`src/mchw_pkg.sv`:
```
// Shared constants and types of the multi-channel hang watchdog.
`default_nettype none

package mchw_pkg;

  localparam int CHANNELS  = 8;
  localparam int TIME_BITS = 32;
  localparam int CH_IDX_W  = (CHANNELS > 1) ? $clog2(CHANNELS) : 1;

  typedef enum logic [2:0] {
    CMD_ATTACH   = 3'd0,
    CMD_DETACH   = 3'd1,
    CMD_ACTIVITY = 3'd2,
    CMD_WAIT     = 3'd3,
    CMD_TICK     = 3'd4
  } cmd_e;

  typedef enum logic [1:0] {
    EV_HANG_START = 2'd0,
    EV_HANG_END   = 2'd1,
    EV_PERMA      = 2'd2
  } ev_kind_e;

  typedef struct packed {
    logic                tick_start;
    logic                apply;
    logic                commit;
    logic                flush;
    logic [CH_IDX_W-1:0] idx;
  } ctl_t;

  typedef struct packed {
    logic stall;
    logic hold_valid;
    logic out_free;
  } sts_t;

endpackage

`default_nettype wire

```
`src/mchw_ctrl.sv`:
```
// Controller of the watchdog: command acceptance, channel scan sequencing and flush.
`default_nettype none

module mchw_ctrl (
  input  wire logic          clk_i,
  input  wire logic          rst_ni,
  input  wire logic          in_valid_i,
  output logic               in_ready_o,
  input  wire logic [2:0]    in_cmd_i,
  input  wire mchw_pkg::sts_t sts_i,
  output mchw_pkg::ctl_t     ctl_o
);
  import mchw_pkg::*;

  typedef enum logic [2:0] {
    ST_IDLE  = 3'b001,
    ST_SCAN  = 3'b010,
    ST_FLUSH = 3'b100
  } state_e;

  state_e              state_q, state_d;
  logic [CH_IDX_W-1:0] idx_q, idx_d;
  logic                accept;
  logic                is_tick;

  assign in_ready_o = (state_q == ST_IDLE);
  assign accept     = in_valid_i && in_ready_o;
  assign is_tick    = (in_cmd_i == CMD_TICK);

  always_comb begin
    state_d          = state_q;
    idx_d            = idx_q;
    ctl_o.tick_start = 1'b0;
    ctl_o.apply      = 1'b0;
    ctl_o.commit     = 1'b0;
    ctl_o.flush      = 1'b0;
    ctl_o.idx        = idx_q;
    unique case (state_q)
      ST_IDLE: begin
        if (accept) begin
          if (is_tick) begin
            ctl_o.tick_start = 1'b1;
            idx_d            = '0;
            state_d          = ST_SCAN;
          end else begin
            ctl_o.apply = 1'b1;
          end
        end
      end
      ST_SCAN: begin
        if (!sts_i.stall) begin
          ctl_o.commit = 1'b1;
          if (idx_q == CH_IDX_W'(CHANNELS - 1)) begin
            state_d = ST_FLUSH;
          end else begin
            idx_d = idx_q + CH_IDX_W'(1);
          end
        end
      end
      ST_FLUSH: begin
        if (!sts_i.hold_valid) begin
          state_d = ST_IDLE;
        end else if (sts_i.out_free) begin
          ctl_o.flush = 1'b1;
          state_d     = ST_IDLE;
        end
      end
      default: state_d = ST_IDLE;
    endcase
  end

  always_ff @(posedge clk_i or negedge rst_ni) begin
    if (!rst_ni) begin
      state_q <= ST_IDLE;
      idx_q   <= '0;
    end else begin
      state_q <= state_d;
      idx_q   <= idx_d;
    end
  end

endmodule

`default_nettype wire

```
`src/mchw_datapath.sv`:
```
// Datapath of the watchdog: time counter, channel table, event check and output words.
`default_nettype none

module mchw_datapath (
  input  wire logic           clk_i,
  input  wire logic           rst_ni,
  input  wire mchw_pkg::ctl_t ctl_i,
  output mchw_pkg::sts_t      sts_o,
  input  wire logic [2:0]     cmd_i,
  input  wire logic [2:0]     chan_i,
  input  wire logic [31:0]    hlim_i,
  input  wire logic [31:0]    plim_i,
  output logic                out_valid_o,
  input  wire logic           out_ready_i,
  output logic [1:0]          out_kind_o,
  output logic [2:0]          out_chan_o,
  output logic [31:0]         out_dur_o,
  output logic                out_last_o
);
  import mchw_pkg::*;

  logic [TIME_BITS-1:0] time_q;
  logic                 act_q   [CHANNELS];
  logic                 wait_q  [CHANNELS];
  logic                 hang_q  [CHANNELS];
  logic [TIME_BITS-1:0] last_q  [CHANNELS];
  logic [TIME_BITS-1:0] begin_q [CHANNELS];
  logic [TIME_BITS-1:0] hlim_q  [CHANNELS];
  logic [TIME_BITS-1:0] plim_q  [CHANNELS];

  logic                 hold_valid_q;
  logic [1:0]           hold_kind_q;
  logic [2:0]           hold_chan_q;
  logic [31:0]          hold_dur_q;

  logic                 out_valid_q;
  logic [1:0]           out_kind_q;
  logic [2:0]           out_chan_q;
  logic [31:0]          out_dur_q;
  logic                 out_last_q;

  logic [CH_IDX_W-1:0]  cidx;
  logic                 ch_ok;
  logic [TIME_BITS-1:0] hlim_conv, plim_conv;

  logic [TIME_BITS-1:0] elapsed, dur_end;
  logic                 ev_perma, ev_start, ev_end, ev_any;
  logic [1:0]           ev_kind;
  logic [31:0]          ev_dur;
  logic                 out_free, load_mid, load_fin;

  assign cidx      = CH_IDX_W'(chan_i);
  assign ch_ok     = (int'(chan_i) < CHANNELS);
  assign hlim_conv = (hlim_i == '1) ? '1 : TIME_BITS'(hlim_i);
  assign plim_conv = (plim_i == '1) ? '1 : TIME_BITS'(plim_i);

  always_comb begin
    elapsed  = time_q - last_q[ctl_i.idx];
    dur_end  = time_q - begin_q[ctl_i.idx];
    ev_perma = 1'b0;
    ev_start = 1'b0;
    ev_end   = 1'b0;
    if (act_q[ctl_i.idx] && !wait_q[ctl_i.idx]) begin
      if ((plim_q[ctl_i.idx] != '1) && (elapsed >= plim_q[ctl_i.idx])) begin
        ev_perma = 1'b1;
      end else if (!hang_q[ctl_i.idx]) begin
        ev_start = (hlim_q[ctl_i.idx] != '1) && (elapsed >= hlim_q[ctl_i.idx]);
      end else begin
        ev_end = (last_q[ctl_i.idx] != begin_q[ctl_i.idx]);
      end
    end
    ev_any = ev_perma || ev_start || ev_end;
    priority if (ev_perma) begin
      ev_kind = EV_PERMA;
      ev_dur  = 32'(plim_q[ctl_i.idx]);
    end else if (ev_end) begin
      ev_kind = EV_HANG_END;
      ev_dur  = 32'(dur_end);
    end else begin
      ev_kind = EV_HANG_START;
      ev_dur  = '0;
    end
  end

  assign out_free         = !out_valid_q || out_ready_i;
  assign sts_o.out_free   = out_free;
  assign sts_o.hold_valid = hold_valid_q;
  assign sts_o.stall      = ev_any && hold_valid_q && !out_free;
  assign load_mid         = ctl_i.commit && ev_any && hold_valid_q;
  assign load_fin         = ctl_i.flush;

  always_ff @(posedge clk_i or negedge rst_ni) begin
    if (!rst_ni) begin
      time_q       <= '0;
      hold_valid_q <= 1'b0;
      out_valid_q  <= 1'b0;
      for (int i = 0; i < CHANNELS; i++) begin
        act_q[i] <= 1'b0;
      end
    end else begin
      if (ctl_i.tick_start) begin
        time_q <= time_q + TIME_BITS'(1);
      end
      if (ctl_i.apply && ch_ok) begin
        if (cmd_i == CMD_ATTACH) begin
          act_q[cidx] <= 1'b1;
        end else if (cmd_i == CMD_DETACH) begin
          act_q[cidx] <= 1'b0;
        end
      end
      if (ctl_i.commit && ev_any) begin
        hold_valid_q <= 1'b1;
      end else if (load_fin) begin
        hold_valid_q <= 1'b0;
      end
      if (load_mid || load_fin) begin
        out_valid_q <= 1'b1;
      end else if (out_ready_i) begin
        out_valid_q <= 1'b0;
      end
    end
  end

  always_ff @(posedge clk_i) begin
    if (ctl_i.apply && ch_ok) begin
      case (cmd_i)
        CMD_ATTACH: begin
          wait_q[cidx]  <= 1'b1;
          hang_q[cidx]  <= 1'b0;
          last_q[cidx]  <= time_q;
          begin_q[cidx] <= time_q;
          hlim_q[cidx]  <= hlim_conv;
          plim_q[cidx]  <= plim_conv;
        end
        CMD_ACTIVITY: begin
          if (act_q[cidx]) begin
            last_q[cidx] <= time_q;
            wait_q[cidx] <= 1'b0;
          end
        end
        CMD_WAIT: begin
          if (act_q[cidx] && !wait_q[cidx]) begin
            last_q[cidx] <= time_q;
            wait_q[cidx] <= 1'b1;
          end
        end
        default: ;
      endcase
    end else if (ctl_i.commit) begin
      if (ev_perma) begin
        wait_q[ctl_i.idx] <= 1'b1;
        hang_q[ctl_i.idx] <= 1'b0;
      end else if (ev_start) begin
        begin_q[ctl_i.idx] <= last_q[ctl_i.idx];
        hang_q[ctl_i.idx]  <= 1'b1;
      end else if (ev_end) begin
        hang_q[ctl_i.idx] <= 1'b0;
      end
    end
  end

  always_ff @(posedge clk_i) begin
    if (ctl_i.commit && ev_any) begin
      hold_kind_q <= ev_kind;
      hold_chan_q <= 3'(ctl_i.idx);
      hold_dur_q  <= ev_dur;
    end
    if (load_mid || load_fin) begin
      out_kind_q <= hold_kind_q;
      out_chan_q <= hold_chan_q;
      out_dur_q  <= hold_dur_q;
      out_last_q <= load_fin;
    end
  end

  assign out_valid_o = out_valid_q;
  assign out_kind_o  = out_kind_q;
  assign out_chan_o  = out_chan_q;
  assign out_dur_o   = out_dur_q;
  assign out_last_o  = out_last_q;

endmodule

`default_nettype wire

```
`src/multi_channel_hang_watchdog.sv`:
```
// Top level of the multi-channel hang watchdog.
`default_nettype none

// Each input word is one command: attach, detach, activity, wait or tick.
// Attach, detach, activity and wait produce no output.
// A tick advances the shared time counter and then scans the channel table
// one entry per cycle unless the output side stalls, so it keeps the input
// busy through the accept, one scan step per channel and a flush step, and
// while the output side stalls. Each scanned channel yields at most one
// event word; events leave in ascending channel order and the final event
// of a tick carries tlast. A tick with no event yields no word.
module multi_channel_hang_watchdog (
  input  wire logic        clk_i,
  input  wire logic        rst_ni,
  input  wire logic        s_axis_tvalid,
  output logic             s_axis_tready,
  input  wire logic [71:0] s_axis_tdata,  // channel[2:0], hang_limit_in[34:3],
                                           // perma_limit_in[66:35], zero[71:67]
  input  wire logic [2:0]  s_axis_tuser,  // command[2:0]
  output logic             m_axis_tvalid,
  input  wire logic        m_axis_tready,
  output logic [39:0]      m_axis_tdata,  // event_channel[2:0], hang_duration[34:3],
                                           // zero[39:35]
  output logic [1:0]       m_axis_tuser,  // event_kind[1:0]
  output logic             m_axis_tlast   // last_event
);
  import mchw_pkg::*;

  ctl_t        ctl;
  sts_t        sts;
  logic [2:0]  out_chan;
  logic [31:0] out_dur;

  mchw_ctrl u_ctrl (
    .clk_i      (clk_i),
    .rst_ni     (rst_ni),
    .in_valid_i (s_axis_tvalid),
    .in_ready_o (s_axis_tready),
    .in_cmd_i   (s_axis_tuser),
    .sts_i      (sts),
    .ctl_o      (ctl)
  );

  mchw_datapath u_datapath (
    .clk_i       (clk_i),
    .rst_ni      (rst_ni),
    .ctl_i       (ctl),
    .sts_o       (sts),
    .cmd_i       (s_axis_tuser),
    .chan_i      (s_axis_tdata[2:0]),
    .hlim_i      (s_axis_tdata[34:3]),
    .plim_i      (s_axis_tdata[66:35]),
    .out_valid_o (m_axis_tvalid),
    .out_ready_i (m_axis_tready),
    .out_kind_o  (m_axis_tuser),
    .out_chan_o  (out_chan),
    .out_dur_o   (out_dur),
    .out_last_o  (m_axis_tlast)
  );

  assign m_axis_tdata = {5'b0, out_dur, out_chan};

endmodule

`default_nettype wire

```
`config.mk`:
```
export PLATFORM = sky130hd
export DESIGN_NAME = multi_channel_hang_watchdog
export DESIGN_NICKNAME = d
export VERILOG_FILES = /design/src/mchw_pkg.sv /design/src/mchw_ctrl.sv /design/src/mchw_datapath.sv /design/src/multi_channel_hang_watchdog.sv
export SDC_FILE = /design/constraint.sdc
export NUM_CORES = 1
export LEC_CHECK = 0
export BUFFER_PORTS_ARGS = -buffer_cell sky130_fd_sc_hd__buf_4
export CORE_MARGIN = 2
export CORE_UTILIZATION = 55
export CTS_CLUSTER_SIZE = 8
export DETAILED_ROUTE_END_ITERATION = 8
export PLACE_DENSITY_LB_ADDON = 0.05
export SYNTH_ARGS = -nofsm -noshare
export SYNTH_HDL_FRONTEND = slang
export SYNTH_SLANG_ARGS = --single-unit
```
`constraint.sdc`:
```
create_clock -name clk_i -period 11.4 [get_ports clk_i]
set_clock_uncertainty 0.2 [all_clocks]
set_input_delay 2.85 -clock clk_i [delete_from_list [all_inputs] [get_ports clk_i]]
set_output_delay 2.85 -clock clk_i [all_outputs]
set_load 0.01 [all_outputs]
```
==> run metrics <==
run status completed; Die Ht 308 µm; die area ~95000 µm²; MaxCap Viol Count 0; f_max 101 MHz; Avg Vias per Cell 6.42; Setup CP Type flip-flop to flip-flop; Area Growth Syn to Fin 13.3%; Clock Path Buffers 3; Boundary Pins 124; Worst Path Max Fanout 40; critical path capture point type flip-flop; Routed Antenna Nets 0; Synth top cells by count edfxtp_1, mux4_2, mux2i_1; # nets final 3262; clk root buf clkbuf_16; # DRC 0; sequential share of the synthesized area around 68%; power density cells 179 nW/µm²; final setup violating endpoints 0; final setup TNS 0 ns; Final Critical Period between 9 and 10 ns; Pleak 18.5 nW; Die Wd approximately 310 µm; TritonCTS clock tree built; Iter 0 DRT Violations 3006; most common cell in the synthesized netlist edfxtp_1; cell area after synthesis slightly above 50000 µm²; clock power share 43.2%; internal power 7.81 mW; 1st-pass router iterations 6; Hold Crit Class flip-flop to flip-flop; CORE AREA 91500 µm²; unique cell type count in the Yosys netlist 75; cts bufs inserted roughly 160; port buffer count 113; Synth warnings 0; number of global-route vias before repair roughly 28000; Yosys reg bits 1163; Final Cycle Share 86.9%; combinational fraction of design power 10.1%; # resized after CTS 0; total track usage 28.6%; Remaining Overflow, GRT 0; fillers around 6500; Hold Vio Cnt, Final 0; part of the power in registers 46.7%; H-tree Lvls 4; share of the synthesized area in the top cell type 66.0%; maximum resistive drop on vdd 0.155 mV; largest net degree at the start of global routing roughly 140; sw power 2.46 mW; fin. max-slew vios 0; GPL Wtd Cong 0.946; largest area contributor in the netlist edfxtp_1; Worst Max-Slew Pin Slew 1.24 ns; overall power 10.3 mW; Wirelength per Cell 30.8 µm; critical path arrival 10.10 ns; EDFF count, synth 1115; worst hold slack 0.212 ns; DP Wirelength 84500 µm; Sink Count 1163; min-delay src u_datapath.hold_dur_q[30]$_DFFE_PP_; FF-to-FF Start u_ctrl.idx_q[0]$_DFFE_PN0P_; synthesized area per cell roughly 18 µm²; Most used DFF post-synth edfxtp_1; cts hold-fix bufs 0; CP Launch Point u_ctrl.idx_q[0]$_DFFE_PN0P_; synth top area cells edfxtp_1, mux4_2, mux2i_1; Initial Util 55.4%; worst-skew pair later-pin latency 0.76 ns; layout cells sized above 1 20.8%; final core utilization 62.8%; initial antenna violation count 6; synthesized instance count just under 3000; Worst EP required 11.59 ns; Reg clk slew, reported paths 0.05 ns; final WL 133000 µm; setup bufs post-CTS 0; CP Launch Type flip-flop; total vias in the final route 27800; RSZ-0062 raised after global routing false; floorplan row count approximately 110; Synth async-reset ratio 4.13%; first-pass GRT wire length 193000 µm; Sw Share between 20% and 30%; relative slew slack 17.3%
-- layout by cell type (no fill, tap or decap), drive strengths merged, types with 8 or more instances in the layout --
master,n
o21a,19
inv,58
dfrtp,47
nor2,88
mux2i,186
nor3,42
xnor2,119
a211oi,8
and3,12
nand4,42
a31oi,8
ha,130
nand3,30
or3,14
mux4,248
a21o,33
or2,9
nor4,15
nand2b,22
buf,168
o21ai,77
clkbuf,242
o22ai,33
nor2b,13
a211o,8
nand2,110
a21oi,83
xor2,33
edfxtp,1115
o211ai,8
-- per-layer routing --
layer / global-route usage, % / wire length, µm
met1: 42.1 / 58000
met2: 43.4 / 62000
met3: 5.65 / 9530
met4: 9.34 / 3600
met5: 0 / 19
-- cell type report --
class | count | area [µm²] | area share, %
sequential | 1163 | 34700 | 60.3
multi-input combinational | 1501 | 15100 | 26.3
clock buffer | 242 | 4460 | 7.76
tap | 1186 | 1480 | 2.58
timing repair buffer | 168 | 1300 | 2.26
clock inverter | 11 | 224 | 0.390
inverter | 54 | 208 | 0.361
antenna | 2 | 5.00 | 0.00870
-- cells by family after synthesis --
| family | synth area share [%] |
|---|---|
| AO/OA/AOI/OAI | 4.45 |
| XOR/XNOR | 2.62 |
| adder cells (fa/ha/maj) | 3.28 |
| buffers and inverters | 2.29 |
| flip-flops | 68.4 |
| multiplexers | 14.8 |
| other | 0.00739 |
| AND/OR/NAND/NOR | 4.18 |
-- through the flow --
stage / cell area (µm²) / setup slack, ns / cells
3_3_place_gp: 52800 / 1.77 / 4072
5_1_grt: 57500 / 1.04 / 4326
6_report: 57500 / 1.49 / 4327
3_5_place_dp: 52800 / 1.66 / 4072
4_1_cts: 57500 / 1.61 / 4325
2_1_floorplan: 50800 / 1.53 / 2896
-- flip-flops by register name (all words and copies together), names as in the netlist, 3 cells and up, named ones only --
register and cells:
u_datapath.hold_chan_q 3, u_datapath.wait_q 8, u_datapath.time_q 32, u_datapath.out_chan_o 3, u_datapath.begin_q 256, u_datapath.hlim_q 256, u_datapath.plim_q 256, u_datapath.out_dur_o 32
u_datapath.last_q 256, u_ctrl.idx_q 3, u_datapath.hang_q 8, u_ctrl.state_q 3, u_datapath.hold_dur_q 32
-- path summary, 6_finish.rpt --
path | end | slack (ns) | cells past startpoint
setup / recovery | u_datapath.begin_q[3][3]$_DFFE_PP_ | 1.49 | 26
hold / removal | u_datapath.out_dur_o[30]$_DFFE_PP_ | 0.21 | 0
setup reg to reg | u_datapath.begin_q[3][3]$_DFFE_PP_ | 1.49 | 26
hold reg to reg | u_datapath.out_dur_o[30]$_DFFE_PP_ | 0.21 | 0
max in group asynchronous | u_ctrl.idx_q[0]$_DFFE_PN0P_ | 8.44 | 1
min in group asynchronous | u_datapath.time_q[14]$_DFFE_PN0P_ | 1.95 | 1
-- worst max-delay path, cell delays in order, from the launching register on --
cell and delay, ns:
dfrtp_4 0.98, buf_4 0.53, mux4_2 0.57, mux2i_1 0.41, ha_1 0.36, a21oi_1 0.21, a21boi_0 0.24, o21a_1 0.22
o21ai_0 0.40, a21o_1 0.25, nand2_1 0.08, a311oi_1 0.44, nor3_1 0.14, xor2_1 0.48, ha_1 0.35, a21o_1 0.18
a21o_1 0.17, a21oi_1 0.15, o221ai_1 0.15, a31oi_1 0.37, nor2_1 0.12, or3_2 0.48, buf_4 0.24, inv_2 0.20
nand2_1 0.27, o22ai_4 0.67, buf_4 0.52
-- power groups by stage --
stage	clock network, mW	logic (mW)	registers, mW
2_1_floorplan	0	0.701	4.84
3_3_place_gp	0	1.00	4.87
3_5_place_dp	0	1.02	4.87
4_1_cts	4.51	1.03	4.79
5_1_grt	4.68	1.11	4.79
6_report	4.44	1.03	4.79
(Power assumes the default switching activity.)
